<file path="src/hdl/rar_ram.sv">
// Generic simple dual-port RAM with registered read.
module rar_ram #(
	parameter int unsigned WIDTH = 8,
	parameter int unsigned DEPTH = 16,
	localparam int unsigned AW = (DEPTH > 1) ? $clog2(DEPTH) : 1
) (
	input  logic             clk,
	input  logic             we,
	input  logic [AW-1:0]    waddr,
	input  logic [WIDTH-1:0] wdata,
	input  logic             re,
	input  logic [AW-1:0]    raddr,
	output logic [WIDTH-1:0] rdata
);

	logic [WIDTH-1:0] mem_q [DEPTH];
	logic [WIDTH-1:0] rdata_q;

	always_ff @(posedge clk) begin
		if (we) begin
			mem_q[waddr] <= wdata;
		end
		if (re) begin
			rdata_q <= mem_q[raddr];
		end
	end

	assign rdata = rdata_q;

endmodule

</file>
<file path="config.mk">
export PLATFORM = sky130hd
export DESIGN_NAME = rar_ram
export DESIGN_NICKNAME = d
export VERILOG_FILES = /design/src/hdl/rar_ram.sv
export SDC_FILE = /design/constraint.sdc
export NUM_CORES = 1
export LEC_CHECK = 0
export BUFFER_PORTS_ARGS = -buffer_cell sky130_fd_sc_hd__buf_2
export CORE_UTILIZATION = 30
export CTS_BUF_LIST = sky130_fd_sc_hd__clkbuf_4 sky130_fd_sc_hd__clkbuf_8
export CTS_CLUSTER_DIAMETER = 200
export DETAILED_ROUTE_END_ITERATION = 12
export SYNTH_ARGS = -nofsm -noshare
export SYNTH_HDL_FRONTEND = slang
export SYNTH_SLANG_ARGS = --single-unit
</file>
<file path="constraint.sdc">
create_clock -name clk -period 1.6 [get_ports clk]
set_input_delay 0.08 -clock clk [delete_from_list [all_inputs] [get_ports clk]]
set_output_delay 0.08 -clock clk [all_outputs]
set_load 0.01 [all_outputs]
</file>
==> impl.org <==
** Synth
- In the synthesized netlist the dominant register cell turns out to be edfxtp_1.
- After Yosys synthesis, full adders, half adders and majority gates account for 0% of the synthesized area.
- Synthesized netlist cell count :: between 200 and 250
- Averaged over all synthesized cells, the footprint is ~23 µm².
- In the post-synthesis netlist, the cell with the most instances is edfxtp_1.
- In the synthesized netlist, mux cells make up about 15% of the area.
- Post-synthesis register bit count :: ~140
- Complex-gate fraction of the synthesized area :: between 2 and 2.5%
- Combinational family with the most area after synthesis :: multiplexers
- Share of the synthesized area in the top cell type :: 78.1%
- Yosys printed 0 warnings.
- Post-synthesis cell area :: approximately 0.0052 mm²
- Of all flip-flops after synthesis, the portion carrying an async set or reset was 0%.
- The synthesized design contains around 140 enable-type register cells.
- Sequential cells were found to cover approximately four fifths of the synthesized design area.
- After Yosys synthesis, and, or, nand and nor cells account for 3.14% of the synthesized area.
- Top post-synthesis cells by count :: edfxtp_1, mux4_2, a22oi_1, mux4_1, nor2_1
- Counting distinct cell types in the post-synthesis netlist gives 18.
- Nets in the synthesized netlist :: 248
- Biggest area contributors in the synthesized netlist :: edfxtp_1, mux4_2, mux4_1
- Cell accounting for the most synthesized area :: edfxtp_1
- Xor-xnor portion of the synthesized cell area :: 0%

** GRT
- The initial antenna violation count was 0.
- Entering global routing, the biggest net connects 22 pins.
- Summed over all layers, the global routing overflow is 0.
- Global-route wire length before repair :: 14.8 mm
- Global routing consumed, over all layers together, between 10% and 20% of the routing resources.
- Via count of the first global-routing pass :: around 2500

** Min path
- Classification of the worst-slack hold path :: input port to flop

** Pwr
- Net switching is 21.8% of the power.
- Internal power comes to 0.00522 W.
- Of the total power, registers draw 60.4%.
- Maximum vdd ir drop :: slightly above 0.5 mV
- For this design the ratio of total power to cell area is 1090 mW/mm².
- Clock share of power :: about 34%
- The analysis attributes to net switching a power of ~0.0015 W.
- The analysis attributes to cell leakage a power of 2.03 nW.
- Relative contribution of combinational cells to total power :: 5.9%

** Setup path
- Category of the worst setup path capture point :: flop
- Setup Crit Path Kind :: flop to flop
- Crit path buf inv count :: 1
- Walking the worst path, the cells encountered are mux4_2 > a22oi_2 > buf_4 > nand2_1.
- In this run the worst path has a maximum fanout of 1.
- Required time of the critical path :: around 1.8 ns
- Slowest cell on the critical path :: mux4_2
- Worst reg-to-reg setup slack :: between 0.1 and 0.15 ns
- Cell class contributing the biggest share of worst-path delay :: multiplexers
- Arrival time reported for the critical path endpoint :: 1.66 ns
- For this run, the slowest stage of the critical path takes between 0.5 and 0.6 ns.
- The worst setup path is launched from a flop.

** Timing
- Final critical-path share of the clock period :: between 90% and 100%
- Number of hold-slack violations in the final timing report :: 0
- Total of endpoints with negative setup slack in the final report :: 0
- Setup repair after global routing missed its margin :: no
- Worst-margin pin slew :: a little under 0.7 ns
- The worst path in the final design needs a cycle of roughly 1.5 ns, including I/O delays and setup.
- On the final layout, the worst clock skew is 0.00689 ns.
- Maximum clock frequency :: approximately 0.67 GHz
- Measured against its own limit, the worst slew margin works out to 54.0%.
- The final-report max-slew violation count came to 0.

** Placement
- Final HPWL from detailed placement :: ~6.7 mm
- The congestion estimate from routability-driven global placement came to approximately 0.71.
- Once placement completed, the tool counted placed cells totaling between 400 and 500.
- Buffers placed on the I/O ports in this run total 26.

** Final layout
- Synthesis-to-layout area growth :: 17.4%
- In the final layout, flip-flops and latches occupy 0.00408 mm².
- Excluding fillers, the count of instances in the completed layout stands at 527.
- Summing all multi-input logic gate instances after layout gives roughly 0.0011 mm².
- ANT cells :: 0
- For this run, the share of the core covered by cells in the final layout is between 30% and 40%.
- Number of nets in the final layout :: 313
- The filler cells instantiated in the layout total approximately 1600.
- Fraction of final layout cells with drive strength greater than 1 :: roughly 34%

** CTS
- Insertion delay to the later sink of the worst-skew pair :: ~0.42 ns
- After clock tree synthesis, the clock-pin slew on the worst setup and hold paths is 0.07 ns.
- TritonCTS Buffers :: 17
- CTS saw 136 sinks.
- In this run the clock root is driven by a clkbuf_8.
- TritonCTS built the clock tree.
- The H-tree was split into 4 levels.
- Maximum root-to-sink buffer count :: 2
- Buffers inserted by post-CTS timing repair :: 0

** Routing
- Detailed routing inserted a total of between 2000 and 2500 vias.
- Number of violations reported at the end of detailed-routing iteration 0 :: between 200 and 250
- In this run the remaining antenna-violating nets after routing total 0.
- Average wire per cell in the routed design :: approximately 19 µm
- Using the TritonRoute via totals, the vias-per-cell ratio works out to around 4.7.
- The pre-antenna-repair detailed-routing pass consisted of 6 iterations.
- After detailed routing, the number of remaining DRC violations is 0.
- Overall routed net length :: 9.77 mm

** Floorplan
- Overall die height :: about 130 µm
- Initial standard-cell utilization of the core :: between 30% and 40%
- Horizontal die dimension :: between 100 and 150 µm
- Placeable core area :: 0.0168 mm²
- Die area :: 0.0180 mm²
- Number of placed I/O pins :: 27
- The floorplan has 47 rows.

** Run status
- The run finished with clean final reports.

** Flow run
- Max-cap violations in this run came to 0.
## final timing paths
path | from | to | depth (start not counted)
worst max-delay path | mem_q[7][7]$_DFFE_PP_ | rdata[7]$_DFFE_PP_ | 4
worst max register to register | mem_q[7][7]$_DFFE_PP_ | rdata[7]$_DFFE_PP_ | 4
worst min-delay path | wdata[0] | mem_q[9][0]$_DFFE_PP_ | 1
worst min register to register | mem_q[15][3]$_DFFE_PP_ | rdata[3]$_DFFE_PP_ | 3
## cell type report
cell class	instances	share of cell area [%]
sequential	136	66.5
multi-input combinational	83	17.3
timing repair buffer	56	6.44
tap	220	4.48
clock buffer	17	3.81
clock inverter	15	1.45
## what timing repair did
item / CTS / global route
hold endpoints to repair: 2 / 0
endpoints found under the setup margin: 0 / 1
resized for setup: 0 / 1
hold buffers: 1 / 0
## power groups by stage
stage / registers (W) / clock network (W) / logic [W]
detailed placement: 0.00411 / 0 / 0.000399
CTS: 0.00403 / 0.00233 / 0.000401
global placement: 0.00411 / 0 / 0.000393
global route: 0.00404 / 0.00246 / 0.000430
floorplan: 0.00411 / 0 / 0.000203
finish: 0.00403 / 0.00225 / 0.000394
## kinds of logic (layout without fill, tap and decap cells)
| family | after synthesis | count (layout) |
|---|---|---|
| flip-flops | 136 | 136 |
| AND/OR/NAND/NOR | 35 | 35 |
| multiplexers | 32 | 32 |
| AO/OA/AOI/OAI | 16 | 16 |
| buffers and inverters | 10 | 88 |
## metrics by stage
stage | cell area (µm²) | TNS (ns) | worst slack, ns | hold slack [ns] | power, W
finish | 6140 | 0 | 0.115 | 0.0378 | 0.00667
global route | 6140 | 0 | 0.0362 | 0.0205 | 0.00693
CTS | 6130 | 0 | 0.0296 | 0.00219 | 0.00676
detailed placement | 5800 | -0.0755 | -0.0618 | 0.458 | 0.00451
global placement | 5800 | -0.0633 | -0.0615 | 0.458 | 0.00450
floorplan | 5230 | 0 | 0.0271 | 0.179 | 0.00431
## layer usage
| layer | up-vias | global-route usage [%] | wire, µm |
|---|---|---|---|
| met4 | 0 | 3.41 | 56 |
| met1 | 1273 | 15.2 | 4290 |
| li1 | 1108 | - | - |
| met3 | 5 | 3.89 | 633 |
| met2 | 67 | 18.5 | 4780 |
| met5 | - | 0 | 0 |
## flip-flops by register name, summed over array words and instances, names as in the netlist
signal and flops:
mem_q 128, rdata 8
## cells in the final DEF, fill, tap and decap left out, drive strengths merged
cell         count
a22oi           16
and2             1
and2b            1
buf             55
clkbuf          17
clkinv           9
clkinvlp         6
dlygate4sd3      1
edfxtp         136
mux4            32
nand2            9
nand2b           2
nand3            1
nand3b           2
nor2            13
nor2b            1
nor3             4
or3b             1
No activity file was read; power rests on OpenSTA's default activity.
