==> src/hdl/rar_pkg.sv <==
// Shared types, widths and codes of the record averaging accumulator.
package rar_pkg;

	localparam int unsigned RECORD_LEN = 16384;
	localparam int unsigned ADDR_W     = (RECORD_LEN > 1) ? $clog2(RECORD_LEN) : 1;
	localparam int unsigned TAG_W      = 8;
	localparam int unsigned SUM_W      = 64;
	localparam int unsigned WORD_W     = SUM_W + TAG_W;
	localparam int unsigned SHOT_W     = 40;
	localparam int unsigned TOT_W      = 41;
	localparam int unsigned TGT_W      = 32;
	localparam int unsigned INC_W      = 32;
	localparam int unsigned VAL_W      = 48;
	localparam int unsigned IDX_W      = 14;
	localparam int unsigned SHIFT_W    = 15;
	localparam int unsigned CMD_W      = 3;
	localparam int unsigned ST_W       = 2;
	localparam int unsigned CFG_IDX_W  = 1;
	localparam int unsigned CFG_W      = 32;
	localparam int unsigned POS_W      = 22;

	typedef logic [ADDR_W-1:0] addr_t;
	typedef logic [IDX_W-1:0]  idx_t;
	typedef logic [SUM_W-1:0]  sum_t;
	typedef logic [TAG_W-1:0]  tag_t;
	typedef logic [POS_W-1:0]  pos_t;
	typedef logic [WORD_W-1:0] word_t;

	localparam addr_t LAST_ADDR = addr_t'(RECORD_LEN - 1);
	localparam pos_t  LEN_POS   = pos_t'(RECORD_LEN);
	localparam tag_t  TAG_NONE  = '0;
	localparam tag_t  TAG_FIRST = tag_t'(1);
	localparam tag_t  TAG_LAST  = '1;
	localparam logic [SHOT_W-1:0] SHOT_MAX = '1;

	localparam logic [CMD_W-1:0] CMD_RAW   = 3'd0;
	localparam logic [CMD_W-1:0] CMD_SHIFT = 3'd1;
	localparam logic [CMD_W-1:0] CMD_AVG   = 3'd2;
	localparam logic [CMD_W-1:0] CMD_SUB   = 3'd3;
	localparam logic [CMD_W-1:0] CMD_COPY  = 3'd4;
	localparam logic [CMD_W-1:0] CMD_READ  = 3'd5;

	localparam logic [ST_W-1:0] ST_OK    = 2'd0;
	localparam logic [ST_W-1:0] ST_UNDER = 2'd1;
	localparam logic [ST_W-1:0] ST_SAT   = 2'd2;

	localparam logic [CFG_IDX_W-1:0] REG_SHIFT  = 1'b0;
	localparam logic [CFG_IDX_W-1:0] REG_TARGET = 1'b1;

	typedef struct packed {
		logic             start;
		logic             neg;
		sum_t             mag;
		logic [TGT_W-1:0] num;
		logic [TOT_W-1:0] den;
	} scale_req_t;

	typedef struct packed {
		logic done;
		sum_t result;
	} scale_rsp_t;

endpackage

==> src/hdl/rar_scale.sv <==
// Scaler: round(sign * mag * num / den), ties away from zero, saturated to 64 bits.
module rar_scale (
	input  logic                clk,
	input  logic                arst_n,
	input  rar_pkg::scale_req_t req,
	output rar_pkg::scale_rsp_t rsp
);

	localparam int unsigned DVD_W = rar_pkg::SUM_W + rar_pkg::TGT_W;
	localparam int unsigned CNT_W = $clog2(DVD_W);
	localparam logic [CNT_W-1:0] DIV_LAST = CNT_W'(DVD_W - 1);

	typedef enum logic [2:0] {S_IDLE, S_MUL0, S_MUL1, S_ADD, S_DIV, S_FIN} state_t;

	state_t                        state_q;
	logic                          neg_q;
	rar_pkg::sum_t                 mag_q;
	logic [rar_pkg::TGT_W-1:0]     num_q;
	logic [rar_pkg::TOT_W-1:0]     den_q;
	logic [63:0]                   p0_q;
	logic [63:0]                   p1_q;
	logic [DVD_W-1:0]              dvd_q;
	logic [rar_pkg::TOT_W-1:0]     rem_q;
	logic [CNT_W-1:0]              cnt_q;
	logic                          done_q;
	rar_pkg::sum_t                 result_q;

	logic [31:0]                   mul_a;
	logic [63:0]                   prod;
	logic [rar_pkg::TOT_W:0]       trial;
	logic [rar_pkg::TOT_W:0]       shifted;
	logic                          ge;
	rar_pkg::sum_t                 sat;

	always_comb begin
		mul_a   = (state_q == S_MUL0) ? mag_q[31:0] : mag_q[63:32];
		prod    = mul_a * num_q;
		shifted = {rem_q, dvd_q[DVD_W-1]};
		trial   = shifted - {1'b0, den_q};
		ge      = !trial[rar_pkg::TOT_W];
		if (!neg_q) begin
			sat = (dvd_q[DVD_W-1:63] != '0) ? 64'h7FFF_FFFF_FFFF_FFFF : dvd_q[63:0];
		end else if (dvd_q[DVD_W-1:64] != '0 || (dvd_q[63] && dvd_q[62:0] != '0)) begin
			sat = 64'h8000_0000_0000_0000;
		end else begin
			sat = ~dvd_q[63:0] + 64'd1;
		end
	end

	always_ff @(posedge clk or negedge arst_n) begin
		if (!arst_n) begin
			state_q <= S_IDLE;
			done_q  <= 1'b0;
		end else begin
			done_q <= 1'b0;
			case (state_q)
				S_IDLE: begin
					if (req.start) begin
						neg_q   <= req.neg;
						mag_q   <= req.mag;
						num_q   <= req.num;
						den_q   <= req.den;
						state_q <= S_MUL0;
					end
				end
				S_MUL0: begin
					p0_q    <= prod;
					state_q <= S_MUL1;
				end
				S_MUL1: begin
					p1_q    <= prod;
					state_q <= S_ADD;
				end
				S_ADD: begin
					dvd_q   <= {32'd0, p0_q} + {p1_q, 32'd0}
						+ DVD_W'(den_q >> 1);
					rem_q   <= '0;
					cnt_q   <= DIV_LAST;
					state_q <= S_DIV;
				end
				S_DIV: begin
					rem_q <= ge ? trial[rar_pkg::TOT_W-1:0] : shifted[rar_pkg::TOT_W-1:0];
					dvd_q <= {dvd_q[DVD_W-2:0], ge};
					if (cnt_q == '0) begin
						state_q <= S_FIN;
					end else begin
						cnt_q <= cnt_q - 1'b1;
					end
				end
				S_FIN: begin
					result_q <= sat;
					done_q   <= 1'b1;
					state_q  <= S_IDLE;
				end
				default: state_q <= S_IDLE;
			endcase
		end
	end

	assign rsp.done   = done_q;
	assign rsp.result = result_q;

endmodule

==> config.mk <==
export PLATFORM = sky130hd
export DESIGN_NAME = rar_scale
export DESIGN_NICKNAME = d
export VERILOG_FILES = /design/src/hdl/rar_pkg.sv /design/src/hdl/rar_scale.sv
export SDC_FILE = /design/constraint.sdc
export NUM_CORES = 2
export LEC_CHECK = 0
export ABC_AREA = 1
export BUFFER_PORTS_ARGS = -buffer_cell sky130_fd_sc_hd__buf_2
export CAP_MARGIN = 20
export CORE_MARGIN = 8
export CORE_UTILIZATION = 42
export DETAILED_ROUTE_END_ITERATION = 6
export GPL_ROUTABILITY_DRIVEN = 0
export PLACE_DENSITY = 0.69
export SYNTH_ARGS = -nofsm -noshare
export SYNTH_HDL_FRONTEND = slang
export SYNTH_SLANG_ARGS = --single-unit
==> constraint.sdc <==
create_clock -name clk -period 22.7 [get_ports clk]
set_clock_uncertainty 0.2 [all_clocks]
set_input_delay 1.135 -clock clk [delete_from_list [all_inputs] [get_ports clk]]
set_output_delay 1.135 -clock clk [all_outputs]
set_load 0.05 [all_outputs]
==> out/summary.txt <==
Final setup violation count: 0
Sink Count: 478
Site Rows: 143
Distinct cells, synth: 49
Total number of vias: 55145
Setup TNS: 0 ns
Nets@finish: 9600
Arr. time, crit path: 10.21 ns
Syn nets: 9495
RSZ-0062 raised after global routing: false
Outcome: finished, violations left
Post-Place Cells: 10100
Failing checks: DRC
Sequential element share of the synthesized area: 22.3%
Ys Warns: 0
Skew-Pair Late Insertion Delay: 0.68 ns
Reg-to-reg setup timing slack: 12.71 ns
Vias per cell: 5.41
Cell taking the most area after synthesis: fa_1
Global-route wire length before repair: 324 mm
Post-Syn Area: 64200 sq um
Largest net degree at the start of global routing: 78
Die width: 407 um
Hold Buf Count CTS: 0
CTS max path bufs: 3
Final hold vios: 0
Die area: 166000 sq um
Dpl cell area: 67400 sq um
Peak Freq: 100 MHz
Post-CTS Setup Bufs: 0
Routed WL: 214 mm
Iter 0 DRT Violations: 5663
Seq cells post-synth: 478
Slew headroom: 13.8%
Worst-path clk slew: 0.06 ns
Residual DRC: 27
CP max FO: 33
Share of layout cells above drive strength 1: 6.33%
Mapped Cells: 8021
1st-pass router iterations: 7
Core Area: 152000 sq um
Syn_area_per_cell: 8.00 sq um
Number of global-route vias before repair: 56272
Overflow after GRT: 0
CP Class: flop to flop
Area delta synth->final: 7.90%
CTS tree: done
Tcrit/Tclk final: 44.0%
Final ANT Viol Nets: 0
Die Height: 407 um
Top cell type's share of synthesized area: 28.3%
Final Hold Slack: 0.0988 ns
Htree depth: 2
Starting density of the core: 42.2%
TritonCTS buffer count: 52
Total Routing Usage GR: 25.6%
# IOs: 206
DP Wirelength: 173 mm
Critical path required time: 22.92 ns
Critical Path Start Type: flop
Initial antenna violation count: 2
Final max-slew violation count: 0
Cts repair resizes: 0
Top post-synthesis cells by count: nand2_1, inv_1, nor2_1
Design Area, Final: 69200 sq um
Most common cell in the netlist: nand2_1
Top FF cell, synth: edfxtp_1
Clk root buf: clkbuf_16
Actual slew at the worst max-slew pin: 1.29 ns
Max-Cap Viols: 0
Non-Filler Instances: 10200
Post-synth EDFFs: 474
Crit-path most repeated cell: fa_1
Worst setup EP type: flop
Hold WC Path Type: primary input to async pin
Port bufs: 205
Min cycle time layout: 9.99 ns
Slowest-stage cell, CP: clkinv_1
Leading post-synthesis cells by cell area: fa_1, edfxtp_1, nand2_1
Async set or reset register ratio after synthesis: 0.837%
WL per Instance: 20.9 um
Crit path largest cell delay: 0.89 ns
[kinds of logic (layout without fill, tap and decap cells)]
group / count (synthesis) / count (layout) / share of synthesized area [%]
DFF: 478 / 478 / 22.3
other: 0 / 1 / 0
buffers and inverters: 1913 / 2061 / 11.4
AOI/OAI and AO/OA: 565 / 565 / 4.77
adders and majority gates: 1333 / 1333 / 36.6
and+or+nand+nor: 3563 / 3563 / 22.6
xor gates and xnor gates: 169 / 169 / 2.31
[state kept, by name, indices dropped and copies added, names as in the netlist, 3 cells and up]
name	cells
p0_q	64
rem_q	41
result_q	64
mag_q	64
state_q	3
den_q	41
p1_q	64
num_q	32
cnt_q	7
dvd_q	96
[through the flow]
step           setup slack (ns)  utilization (%)
2_1_floorplan             14.00                -
3_3_place_gp              13.20             44.3
3_5_place_dp              12.95             44.3
4_1_cts                   12.91             45.5
5_1_grt                   12.44             45.6
6_report                  12.71             45.6
[layout make-up]
cell class	instances	area (sq um)
Inverter	1687	6330
Tap cell	2030	2540
Fill cell	14652	82700
Timing Repair Buffer	277	1610
Sequential cell	478	14300
Multi-Input combinational cell	5630	42600
Antenna cell	1	2.50
Clock inverter	39	482
Clock buffer	58	1320
[layout by cell type, fill, tap and decap left out, types with 6 or more instances in the layout]
master,instances
nor3_1,48
clkbuf_1,6
buf_2,205
o21ai_1,64
nor2_4,12
and2_1,6
fa_1,906
nand3_1,241
o21ai_0,219
nor4_1,21
bufinv_16,8
xor2_1,116
nand3b_1,25
o21bai_1,20
nand3_2,10
clkbuf_16,52
a21o_1,11
nand4_1,63
nor2_2,16
clkinv_2,7
o21a_1,11
inv_1,1653
inv_2,20
xnor2_1,53
ha_1,427
o21ai_2,26
o211ai_1,7
a31oi_1,6
inv_6,7
a21oi_1,187
nor2_1,1136
buf_4,70
nand2_1,1916
clkinv_1,22
or2_2,42
nand2_2,11
edfxtp_1,474
[worst max-delay path: cells and delay by family, from the launching register on]
kind,cells,cell delay [ns]
adder cells (fa/ha/maj),9,4.41
buffers and inverters,9,2.07
AO/OA/AOI/OAI,2,0.97
flip-flops,1,0.46
AND/OR/NAND/NOR,6,1.32
XOR/XNOR,1,0.20
[per-layer routing]
layer	GRT usage, %	up-vias	wire length [um]
met5	0.263	-	32
met4	17.0	4	18100
met3	6.79	965	26800
met2	39.7	3545	91200
met1	31.2	26074	77500
li1	-	24557	-
[final timing paths]
kind,start,endpoint,cells past startpoint
max,state_q[1],p0_q[39],27
min,arst_n,done_q,1
max reg2reg,state_q[1],p0_q[39],27
min reg2reg,dvd_q[85],dvd_q[86],2
max in group asynchronous,arst_n,state_q[2],1
min in group clk,dvd_q[85],dvd_q[86],2
Power is not shown: default switching activity piles up to over one toggle a cycle in this logic, so the estimate is an artifact.
